==> src/rtl/core/sbrp_pkg.sv <==
// Shared types and constants for the signed bit-field rectangle parser.
// No dependencies; every other file of the block but the macros header imports this package.
`default_nettype none

package sbrp_pkg;

  // Width of each decoded field and of the byte count on the result side.
  localparam int unsigned VAL_W = 31;
  localparam int unsigned CNT_W = 5;

  // Largest byte count the result can report; longer records saturate to it.
  localparam int unsigned CNT_MAX = 31;

  // Entries in each of the two decoupling queues.
  localparam logic [1:0] Q_DEPTH = 2'd2;

  // Fields kept in registers until the record's last byte; the fourth
  // field always completes in that last byte.
  localparam logic [2:0] NUM_STORED = 3'd3;

  // Saturation limits for fields wider than the result.
  localparam logic [VAL_W-1:0] POS_LIMIT = 31'h3FFF_FFFF;
  localparam logic [VAL_W-1:0] NEG_LIMIT = 31'h4000_0000;

  // One stream byte after classification by the front end.
  typedef struct packed {
    logic [7:0] data;
    logic       restart;
    logic       hdr_fits;   // as a header, the whole record fits in this byte
  } byte_item_t;

  // One finished record.
  typedef struct packed {
    logic signed [VAL_W-1:0] x_min;
    logic signed [VAL_W-1:0] x_max;
    logic signed [VAL_W-1:0] y_min;
    logic signed [VAL_W-1:0] y_max;
    logic [CNT_W-1:0]        record_bytes;
  } result_t;

endpackage

`default_nettype wire

==> src/rtl/core/sbrp_front.sv <==
// Front end: accepts stream bytes, pre-decodes each as a possible header,
// and holds them in a two-entry queue for the unpacker. Uses sbrp_pkg.
`default_nettype none

module sbrp_front #(
  parameter int unsigned HDR_W = 5
) (
  input  logic                 clk,
  input  logic                 rst_n,
  input  logic [7:0]           push_data,
  input  logic                 push_restart,
  input  logic                 push,
  output logic                 full,
  output logic                 deq_valid,
  output sbrp_pkg::byte_item_t deq_item,
  output logic [HDR_W+1:0]     deq_need,
  input  logic                 deq_take
);
  import sbrp_pkg::*;

  localparam int unsigned NEED_W = HDR_W + 2;
  localparam logic [NEED_W-1:0] AVAIL = NEED_W'(8 - HDR_W);

  byte_item_t        item_mem_r [2];
  logic [NEED_W-1:0] need_mem_r [2];
  logic              wr_ptr_r, wr_ptr_nxt;
  logic              rd_ptr_r, rd_ptr_nxt;
  logic [1:0]        cnt_r, cnt_nxt;
  logic [HDR_W-1:0]  hdr_n;
  logic [NEED_W-1:0] hdr_need;
  byte_item_t        cls_item;
  logic              do_push, do_pop;

  // Read the byte as if it opened a record: field width and field bits.
  always_comb begin
    hdr_n             = push_data[7 -: HDR_W];
    hdr_need          = {hdr_n, 2'b00};
    cls_item.data     = push_data;
    cls_item.restart  = push_restart;
    cls_item.hdr_fits = (hdr_need <= AVAIL);
  end

  // Queue handshake.
  assign full      = (cnt_r == Q_DEPTH);
  assign deq_valid = (cnt_r != 2'd0);
  assign do_push   = push && !full;
  assign do_pop    = deq_take && deq_valid;
  assign deq_item  = item_mem_r[rd_ptr_r];
  assign deq_need  = need_mem_r[rd_ptr_r];

  // Pointer and fill count updates.
  always_comb begin
    wr_ptr_nxt = do_push ? !wr_ptr_r : wr_ptr_r;
    rd_ptr_nxt = do_pop ? !rd_ptr_r : rd_ptr_r;
    cnt_nxt    = cnt_r + 2'(do_push) - 2'(do_pop);
  end

  always_ff @(posedge clk) begin
    if (!rst_n) begin
      wr_ptr_r <= 1'b0;
      rd_ptr_r <= 1'b0;
      cnt_r    <= 2'd0;
    end else begin
      wr_ptr_r <= wr_ptr_nxt;
      rd_ptr_r <= rd_ptr_nxt;
      cnt_r    <= cnt_nxt;
    end
  end

  // Queue storage carries no reset.
  always_ff @(posedge clk) begin
    if (do_push) begin
      item_mem_r[wr_ptr_r] <= cls_item;
      need_mem_r[wr_ptr_r] <= hdr_need;
    end
  end

endmodule

`default_nettype wire

==> src/rtl/core/sbrp_unpack.sv <==
// Back end: consumes one classified byte per cycle while the result queue has room, extracts
// up to eight field bits, sign-extends finished fields and emits records. Uses sbrp_pkg.
`default_nettype none

module sbrp_unpack #(
  parameter int unsigned HDR_W = 5
) (
  input  logic                 clk,
  input  logic                 rst_n,
  input  logic                 in_valid,
  input  sbrp_pkg::byte_item_t in_item,
  input  logic [HDR_W+1:0]     in_need,
  output logic                 in_take,
  input  logic                 res_room,
  output logic                 res_push,
  output sbrp_pkg::result_t    res_data
);
  import sbrp_pkg::*;

  localparam int unsigned NEED_W = HDR_W + 2;
  localparam int unsigned AVAIL  = 8 - HDR_W;
  localparam int unsigned MAXB   = (4 * (2 ** HDR_W - 1) + HDR_W + 7) / 8;
  localparam int unsigned BCW    = $clog2(MAXB + 1);

  // Record control state.
  logic              seen_r, seen_nxt;
  logic [HDR_W-1:0]  n_r, n_nxt;
  logic [HDR_W-1:0]  t_r, t_nxt;
  logic [2:0]        fnum_r, fnum_nxt;
  logic [NEED_W-1:0] rem_r, rem_nxt;
  logic [BCW-1:0]    bytes_r, bytes_nxt;
  // Field being assembled and the finished fields.
  logic [VAL_W-1:0]  acc_r, acc_nxt;
  logic              s_r, s_nxt;
  logic              ovf_r, ovf_nxt;
  logic [VAL_W-1:0]  f_r [3];
  logic [VAL_W-1:0]  f_nxt [3];
  logic [VAL_W-1:0]  last_val;
  logic [VAL_W-1:0]  val;
  logic              hdr, done, b, bit_take;
  logic [3:0]        first, nbits;
  logic [4:0]        lim;

  assign in_take = in_valid && res_room;

  // Byte-level bookkeeping, then the unrolled walk over the byte's bits.
  always_comb begin
    hdr       = in_item.restart || !seen_r;
    n_nxt     = n_r;
    t_nxt     = t_r;
    fnum_nxt  = fnum_r;
    acc_nxt   = acc_r;
    s_nxt     = s_r;
    ovf_nxt   = ovf_r;
    f_nxt     = f_r;
    last_val  = '0;
    val       = '0;
    b         = 1'b0;
    bit_take  = 1'b0;
    if (hdr) begin
      first     = 4'(HDR_W);
      done      = in_item.hdr_fits;
      nbits     = done ? in_need[3:0] : 4'(AVAIL);
      rem_nxt   = in_need - NEED_W'(AVAIL);
      n_nxt     = in_item.data[7 -: HDR_W];
      t_nxt     = '0;
      fnum_nxt  = '0;
      bytes_nxt = BCW'(1);
      f_nxt[0]  = '0;
      f_nxt[1]  = '0;
      f_nxt[2]  = '0;
    end else begin
      first     = 4'd0;
      done      = (rem_r <= NEED_W'(8));
      nbits     = done ? rem_r[3:0] : 4'd8;
      rem_nxt   = rem_r - NEED_W'(8);
      bytes_nxt = bytes_r + BCW'(1);
    end
    lim = 5'(first) + 5'(nbits);

    // Most significant bit first; only bits inside the record are taken.
    for (int i = 0; i < 8; i++) begin
      b        = in_item.data[7 - i];
      bit_take = (4'(i) >= first) && (5'(i) < lim);
      if (bit_take) begin
        if (t_nxt == '0) begin
          s_nxt   = b;
          acc_nxt = {VAL_W{b}};
          ovf_nxt = 1'b0;
        end else begin
          ovf_nxt = ovf_nxt | (acc_nxt[VAL_W-1] != s_nxt);
          acc_nxt = {acc_nxt[VAL_W-2:0], b};
        end
        t_nxt = t_nxt + HDR_W'(1);
        if (t_nxt == n_nxt) begin
          // Field complete: saturate if it does not fit the result width.
          if (ovf_nxt || (acc_nxt[VAL_W-1] != s_nxt)) begin
            val = s_nxt ? NEG_LIMIT : POS_LIMIT;
          end else begin
            val = acc_nxt;
          end
          if (fnum_nxt < NUM_STORED) begin
            f_nxt[fnum_nxt[1:0]] = val;
          end else begin
            last_val = val;
          end
          fnum_nxt = fnum_nxt + 3'd1;
          t_nxt    = '0;
        end
      end
    end

    seen_nxt = !done;
    if (done) begin
      t_nxt     = '0;
      fnum_nxt  = '0;
      bytes_nxt = '0;
    end
  end

  // Result for a record whose last byte is being consumed.
  always_comb begin
    res_push              = in_take && done;
    res_data.x_min        = f_nxt[0];
    res_data.x_max        = f_nxt[1];
    res_data.y_min        = f_nxt[2];
    res_data.y_max        = last_val;
    res_data.record_bytes = (32'(bytes_r) + 32'd1 > 32'(CNT_MAX) && !hdr) ?
                            CNT_W'(CNT_MAX) :
                            (hdr ? CNT_W'(1) : CNT_W'(bytes_r + BCW'(1)));
  end

  // Control registers.
  always_ff @(posedge clk) begin
    if (!rst_n) begin
      seen_r  <= 1'b0;
      n_r     <= '0;
      t_r     <= '0;
      fnum_r  <= '0;
      rem_r   <= '0;
      bytes_r <= '0;
    end else if (in_take) begin
      seen_r  <= seen_nxt;
      n_r     <= n_nxt;
      t_r     <= t_nxt;
      fnum_r  <= fnum_nxt;
      rem_r   <= rem_nxt;
      bytes_r <= bytes_nxt;
    end
  end

  // Field payload registers.
  always_ff @(posedge clk) begin
    if (in_take) begin
      acc_r <= acc_nxt;
      s_r   <= s_nxt;
      ovf_r <= ovf_nxt;
      f_r   <= f_nxt;
    end
  end

endmodule

`default_nettype wire

==> src/rtl/core/sbrp_resq.sv <==
// Result queue: two finished records waiting for the consumer.
// Uses sbrp_pkg for the record type.
`default_nettype none

module sbrp_resq (
  input  logic              clk,
  input  logic              rst_n,
  input  logic              push,
  input  sbrp_pkg::result_t push_data,
  output logic              room,
  output logic              empty,
  output sbrp_pkg::result_t head,
  input  logic              pop
);
  import sbrp_pkg::*;

  result_t    mem_r [2];
  logic       wr_ptr_r, wr_ptr_nxt;
  logic       rd_ptr_r, rd_ptr_nxt;
  logic [1:0] cnt_r, cnt_nxt;
  logic       do_push, do_pop;

  // Handshake on both sides.
  assign room    = (cnt_r != Q_DEPTH);
  assign empty   = (cnt_r == 2'd0);
  assign do_push = push && room;
  assign do_pop  = pop && !empty;
  assign head    = mem_r[rd_ptr_r];

  // Pointer and fill count updates.
  always_comb begin
    wr_ptr_nxt = do_push ? !wr_ptr_r : wr_ptr_r;
    rd_ptr_nxt = do_pop ? !rd_ptr_r : rd_ptr_r;
    cnt_nxt    = cnt_r + 2'(do_push) - 2'(do_pop);
  end

  always_ff @(posedge clk) begin
    if (!rst_n) begin
      wr_ptr_r <= 1'b0;
      rd_ptr_r <= 1'b0;
      cnt_r    <= 2'd0;
    end else begin
      wr_ptr_r <= wr_ptr_nxt;
      rd_ptr_r <= rd_ptr_nxt;
      cnt_r    <= cnt_nxt;
    end
  end

  // Record storage carries no reset.
  always_ff @(posedge clk) begin
    if (do_push) begin
      mem_r[wr_ptr_r] <= push_data;
    end
  end

endmodule

`default_nettype wire

==> src/rtl/core/signed_bitfield_rect_parser_core.sv <==
// Signed bit-field rectangle parser. Bytes enter MSB first through a queue
// port (push/full); each record is a WIDTH_HEADER_BITS-bit width N followed
// by four signed N-bit fields, and one record leaves through a queue port
// (empty/pop) once its last byte is consumed, with padding bits ignored and
// fields wider than 31 bits saturated. The block takes one byte per clock
// sustained while the consumer keeps popping. A record shows on the result
// ports once it is written into the result queue: its last byte is first
// registered in the front queue, and the unpacker, whose eight-bit
// field extraction handles a whole byte in one pass, writes the record into
// the result queue as it takes that byte. Both queues hold two words, and a full
// queue takes no new word in the cycle it is popped. The unpacker stalls on
// every byte while two records wait, so a stalled consumer raises in_full
// once two records are waiting and two more bytes sit in the front queue.
// Asserting in_restart drops any partial record and treats that byte as a
// new header. No clearing pass is needed after reset.
// Depends on sbrp_pkg, sbrp_front, sbrp_unpack and sbrp_resq.
`default_nettype none

module signed_bitfield_rect_parser_core #(
  parameter int unsigned WIDTH_HEADER_BITS = 5
) (
  input  logic                                clk,
  input  logic                                rst_n,
  input  logic [7:0]                          in_data_byte,
  input  logic                                in_restart,
  input  logic                                in_push,
  output logic                                in_full,
  output logic signed [sbrp_pkg::VAL_W-1:0]   out_x_min,
  output logic signed [sbrp_pkg::VAL_W-1:0]   out_x_max,
  output logic signed [sbrp_pkg::VAL_W-1:0]   out_y_min,
  output logic signed [sbrp_pkg::VAL_W-1:0]   out_y_max,
  output logic [sbrp_pkg::CNT_W-1:0]          out_record_bytes,
  output logic                                out_empty,
  input  logic                                out_pop
);
  import sbrp_pkg::*;

  byte_item_t                 q_item;
  logic [WIDTH_HEADER_BITS+1:0] q_need;
  logic                       q_valid, q_take;
  logic                       res_room, res_push;
  result_t                    res_data, res_head;

  // Front end with its two-word queue.
  sbrp_front #(
    .HDR_W(WIDTH_HEADER_BITS)
  ) u_front (
    .clk          (clk),
    .rst_n        (rst_n),
    .push_data    (in_data_byte),
    .push_restart (in_restart),
    .push         (in_push),
    .full         (in_full),
    .deq_valid    (q_valid),
    .deq_item     (q_item),
    .deq_need     (q_need),
    .deq_take     (q_take)
  );

  // Bit extraction and field assembly.
  sbrp_unpack #(
    .HDR_W(WIDTH_HEADER_BITS)
  ) u_unpack (
    .clk      (clk),
    .rst_n    (rst_n),
    .in_valid (q_valid),
    .in_item  (q_item),
    .in_need  (q_need),
    .in_take  (q_take),
    .res_room (res_room),
    .res_push (res_push),
    .res_data (res_data)
  );

  // Result queue toward the consumer.
  sbrp_resq u_resq (
    .clk       (clk),
    .rst_n     (rst_n),
    .push      (res_push),
    .push_data (res_data),
    .room      (res_room),
    .empty     (out_empty),
    .head      (res_head),
    .pop       (out_pop)
  );

  assign out_x_min        = res_head.x_min;
  assign out_x_max        = res_head.x_max;
  assign out_y_min        = res_head.y_min;
  assign out_y_max        = res_head.y_max;
  assign out_record_bytes = res_head.record_bytes;

endmodule

`default_nettype wire

==> config.mk <==
export PLATFORM = sky130hd
export DESIGN_NAME = signed_bitfield_rect_parser_core
export DESIGN_NICKNAME = d
export VERILOG_FILES = /design/src/rtl/core/sbrp_pkg.sv /design/src/rtl/core/sbrp_front.sv /design/src/rtl/core/sbrp_unpack.sv /design/src/rtl/core/sbrp_resq.sv /design/src/rtl/core/signed_bitfield_rect_parser_core.sv
export SDC_FILE = /design/constraint.sdc
export NUM_CORES = 2
export LEC_CHECK = 0
export BUFFER_PORTS_ARGS = -buffer_cell sky130_fd_sc_hd__buf_4
export CAP_MARGIN = 20
export CORE_MARGIN = 1.5
export CORE_UTILIZATION = 30
export CTS_CLUSTER_DIAMETER = 80
export DETAILED_ROUTE_END_ITERATION = 8
export PLACE_DENSITY = 0.49
export SLEW_MARGIN = 20
export SYNTH_ARGS = -nofsm -noshare
export SYNTH_HDL_FRONTEND = slang
export SYNTH_SLANG_ARGS = --single-unit
==> constraint.sdc <==
create_clock -name clk -period 54.7 [get_ports clk]
set_clock_uncertainty 0.15 [all_clocks]
set_input_delay 2.735 -clock clk [delete_from_list [all_inputs] [get_ports clk]]
set_output_delay 2.735 -clock clk [all_outputs]
set_load 0.005 [all_outputs]
* Word level (Yosys, flattened, before mapping) *
Memories as Yosys holds them, arrays and structs flattened. A register that Yosys moved wholly into a read port is not among the register bits.
Cells that the tools add are included.

operators by class
  bitwise gates (word level) = 16
  order comparisons = 43
  muxes and demuxes = 233
  equality and inequality tests = 26
  reductions and logical operators = 51
  add/subtract/negate cells = 25

operators with widths
  operator                                                                          count
  31-bit 2-to-1 mux                                                                 88
  93-bit 2-to-1 mux                                                                 25
  93-bit bitwise mux                                                                8
  31-bit demux with 2-bit select                                                    8
  5-bit 2-to-1 mux                                                                  22
  1-bit 2-to-1 mux                                                                  59
  3-bit 2-to-1 mux                                                                  19
  5-bit by 1-bit adder with 5-bit output, second input constant                     9
  5-bit equality test                                                               8
  5-bit zero test                                                                   8
  32-bit by 5-bit greater-than comparator with 1-bit output, second input constant  1
  3-bit by 1-bit adder with 3-bit output, second input constant                     8
  3-bit >= comparator, second input constant                                        8
  3-bit by 1-bit less-than comparator with 1-bit output, second input constant      8
  3-bit by 2-bit less-than comparator with 1-bit output, second input constant      8
  2-bit inverter with 3-bit output                                                  8
  1-bit logical AND                                                                 23
  3-bit by 5-bit less-than comparator with 1-bit output, first input constant       4
  1-bit != test                                                                     16
  3-bit >= comparator, first input constant                                         4
  4-bit 2-to-1 mux                                                                  3
  1-bit by 5-bit less-than comparator with 1-bit output, first input constant       2
  2-bit by 5-bit less-than comparator with 1-bit output, first input constant       2
  1-bit zero test                                                                   9
  17 further kinds                                                                  36

storage, ports and cells
  memories = 3
  bits in writable memories = 288
  input port bits = 13
  bits in registers = 160
  output and inout port bits = 131
  logic and storage cells = 415

memories
  name                depth  width  rd ports  clocked after Yosys merged registers in  write ports  RTL line          source
  u_resq.mem_r        2      129    1         1                                        1            sbrp_resq.sv:17   result_t mem_r [2];
  u_front.item_mem_r  2      10     1         1                                        1            sbrp_front.sv:24  byte_item_t item_mem_r [2];
  u_front.need_mem_r  2      5      1         1                                        1            sbrp_front.sv:25  logic [NEED_W-1:0] need_mem_r [2];

* Longest topological paths before layout *
  depth in word-level cells = 44
  depth in mapped cells = 91
  gate-level depth less buffers = 76

* Cells and area by module *
A second synthesis with hierarchy kept.

second synthesis, totals
  cells, all modules = 4,205
  area, all modules = 35,733.0 um^2

modules (own cells, without submodules)
  module       instances  area an instance (um^2)  sequential area each (um^2)  cells each
  sbrp_unpack  1          25,127.8                 4,304.1                      3,712
  sbrp_resq    1          9,582.9                  7,847.5                      425
  sbrp_front   1          1,022.2                  700.7                        68

* Worst setup path before layout *
Ideal clock, no wire load.

  path kind = reg2reg
  start point = register (tool-made name)
  end point = memory u_resq.mem_r[0][71] (netlist name) (data pin)
  stages on the path, launching flop included = 90
  library setup time = 0.263 ns
  data required time = 54.287 ns
  arrival time = 18.011 ns
  period minus slack after synthesis = 18.424 ns
  path buffers = 16
  path slack = 36.276 ns
  path through = dfxtp_1 buf_4 mux2_2 nor2_2 clkbuf_1 clkbuf_1 clkbuf_1 buf_1 clkbuf_1 clkbuf_1 nand2_1 inv_1 ha_1 inv_1 nor4_1 a2111oi_2 nor2b_1 a211o_1 (+54 left out) a221o_1 a211o_1 a21oi_2 and3_1 buf_4 nand2_4 and2_1 ha_1 xor2_1 o21ai_0 nor2_1 nand4_1 o311ai_4 nand3_2 or3_1 clkbuf_1 buf_6 mux2_4

RTL lines
  item              RTL line
  end: declaration  sbrp_resq.sv:17

==> qor.tcl <==
set qor(outcome) {complete, no violations}
set qor(wl_per_cell_um) 32.9
set qor(start_util) 0.303
set qor(remaining_drc_errors) 0
set qor(die_x_um) 354
set qor(crit_type) {register to register}
set qor(synth.top_cells.by_area) {edfxtp_1 (33%), o21ai_0 (7.3%), o211ai_1 (5.9%)}
set qor(wl_mm) 203
set qor(vias) 39900
set qor(global_routing_usage_summed_across_all_routing_layers) 0.311
set qor(grt_pass1_wl_mm) 281
set qor(reg2reg_depth) 76
set qor(mappedNetlistArea_um2) 36900
set qor(max_slew_margin) 0.135
set qor(hold_violations) 0
set qor(synth_top_area_frac) 0.329
set qor(globalRoute.busiestLayer) {met2}
set qor(setup-tns-final_ps) 0
set qor(detail_route.iter0.violations) 6183
set qor(netlist_instances) 4591
set qor(detail_route.first_pass.iterations) 9
set qor(worstSetupStartpointType) {register}
set qor(floorplan.io_pins) 144
set qor(gr-usage-met2) 0.439
set qor(slew_violations) 0
set qor(post_drt_via_cell_ratio) 6.46
set qor(clock_slew_at_reported_path_ffs_ps) 60
set qor(final_nets) 4578
set qor(timing.critical_path.slowest_stage_cell) {dfxtp_1}
set qor(path_common_cell) {ha_1}
set qor(stdcell_area_um2) 41400
set qor(final_setup_violation_count) 0
set qor(global_route.usage.met3) 0.103
set qor(post-synth-top-area-cell) {edfxtp_1}
set qor(worstPathBufferInverterCount) 10
set qor(std_cell_rows) 128
set qor(synth-edff-count) 404
set qor(buffers_on_ports) 143
set qor(count_of_hold_buffers_inserted_by_post_cts_repair) 0
set qor(worst_path_largest_cell_delay_ps) 940
set qor(min_delay_path_depth) 1
set qor(synth.avg_cell_area_um2) 8.03
set qor(grt_max_degree) 127
set qor(globalRouteMet1Util) 0.407
set qor(synth-seq-cells) 439
set qor(yosysUniqueCellTypes) 106
set qor(synth_most_common_cell) {nand2_1}
set qor(max_cap_violations) 0
set qor(achievable-frequency_mhz) 46.9
set qor(worstSetupEndpointType) {register}
set qor(flow.area_growth_from_synthesis_pct) 12.4
set qor(post_cts.repair.setup_buffers) 0
set qor(share_of_post_route_cells_with_drive_strength_above_1) 0.139
set qor(cp_data_arrival_time_ps) 21640
set qor(path_delay_family) {compound AO/OA/AOI/OAI gates}
set qor(cp_max_fo) 30
set qor(grt_setup_unrepaired) {no}
set qor(dp.final_hpwl_mm) 139
set qor(clock_latency_late_sink_ps) 690
set qor(postRouteAntennaNets) 0
set qor(numCtsBuffers) 54
set qor(async_reset_ff_frac) 0
set qor(via_count_of_the_first_global_routing_pass) 36600
set qor(hold_slack_ps) 320
set qor(timing.critical_path.depth) 76
set qor(grt-ovfl-total) 0
set qor(antenna_found_initial) 14
set qor(tritoncts_num_sinks) 439
set qor(worst_ep_required_time_ps) 55010
set qor(nFillCells) 12800
set qor(synth_common_cells) {nand2_1 (580), o21ai_0 (536), a21oi_1 (419)}
set qor(layout_min_cycle_time_ps) 21320
set qor(die_h_um) 354
set qor(postSynthNetCount) 4660
set qor(clock_tree.buffer_depth) 3
set qor(count_of_synthesis_stage_warnings_from_yosys) 0
set qor(place_area_um2) 39700
set qor(worstMarginPinSlew_ps) 1300
set qor(r2r_slack_ps) 33380
set qor(fp.dieArea_um2) 125000
set qor(core_region_area_um2) 122000
set qor(cts_root_buffer) {clkbuf_16}
set qor(period_share) 0.390
set qor(cts_repair_resize_count) 0
set qor(cts_max_level) 2
set qor(synth-seq-area-share) 0.348
set qor(tritoncts) {yes}
set qor(synthFlopType) {edfxtp_1}
set qor(place_congestion) 1.07
set qor(min-delay-path-class) {register to register}
-- placed cells by master (no fill, tap or decap), types with 14 or more instances in the layout --
master / instances
nor3_1: 71
a21boi_0: 14
o21a_1: 48
o22ai_1: 31
edfxtp_1: 404
o21ai_0: 533
mux2_2: 160
and2_1: 65
xor2_1: 22
xnor2_1: 53
dfxtp_1: 34
nor2_1: 400
a311oi_1: 18
nand2_1: 567
nand2_2: 14
and3_1: 29
a21o_1: 34
o211ai_1: 292
nand2b_1: 18
o21ai_1: 16
inv_1: 67
a21oi_1: 415
mux2i_1: 129
or3_1: 15
a211oi_1: 117
nand3_1: 183
buf_4: 268
clkbuf_16: 55
ha_1: 56
a31oi_1: 53
o31ai_1: 22
nand4_1: 20
-- flip-flops by register name (all words and copies together), names as in the netlist, named ones only --
name                cells
u_unpack.s_r            1
u_front.need_mem_r      8
u_unpack.f_r           93
u_unpack.seen_r         1
u_front.rd_ptr_r        1
u_unpack.n_r            5
u_resq.cnt_r            2
u_resq.wr_ptr_r         1
u_unpack.fnum_r         3
u_front.wr_ptr_r        1
u_unpack.acc_r         31
u_front.cnt_r           2
u_unpack.rem_r          6
u_resq.mem_r          258
u_unpack.t_r            5
u_front.item_mem_r     12
u_unpack.bytes_r        5
u_unpack.ovf_r          1
u_resq.rd_ptr_r         1
-- worst reg2reg max path, delay by kind of cell (launching register included) --
| family | cells | cell delay (ps) |
|---|---|---|
| buffers and inverters | 10 | 2300 |
| XOR/XNOR | 7 | 1730 |
| flip-flops | 1 | 940 |
| AND/OR/NAND/NOR | 24 | 5840 |
| multiplexers | 3 | 1150 |
| adder cells (fa/ha/maj) | 8 | 2650 |
| AO/OA/AOI/OAI | 24 | 6390 |
-- metal layers --
layer | wire length (µm) | vias to the layer above
li1 | - | 17000
met1 | 81300 | 19200
met2 | 81200 | 2949
met3 | 25500 | 775
met4 | 15100 | 16
met5 | 105 | -
-- worst paths after layout --
| kind | startpoint | to |
|---|---|---|
| min | u_unpack.fnum_r[1] | u_unpack.fnum_r[1] |
| min reg2reg | u_unpack.fnum_r[1] | u_unpack.fnum_r[1] |
| max reg2reg | register | u_resq.mem_r[0][92] |
| max | register | u_resq.mem_r[0][92] |
-- through the flow --
stage,cells,util,setup slack [ps]
floorplan,4591,-,36280
global placement,6076,0.325,34210
CTS,6178,0.340,33730
finish,6180,0.340,33380
detailed placement,6077,0.325,33790
global route,6179,0.340,31650
-- cell families after synthesis --
family / count (synthesis) / share of synthesized area
compound gates: 1754 / 0.297
simple gates: 1487 / 0.179
buf+inv: 480 / 0.0503
flops: 439 / 0.348
mux: 296 / 0.0866
xor+xnor: 79 / 0.0198
fa+ha+maj: 56 / 0.0190
-- area by class of cell --
| type | instances | area, µm² | share of cell area |
|---|---|---|---|
| well taps | 1625 | 2030 | 0.0491 |
| repair buffers | 271 | 2060 | 0.0496 |
| clock inverters | 41 | 368 | 0.00888 |
| clock buffers | 60 | 1400 | 0.0337 |
| flip-flops and latches | 439 | 12800 | 0.310 |
| diodes | 1 | 2.50 | 0.0000604 |
| multi-input cells | 3672 | 22500 | 0.542 |
| inverters | 71 | 272 | 0.00655 |
Power is not shown: default switching activity piles up to over one toggle a cycle in this logic, so the estimate is an artifact.
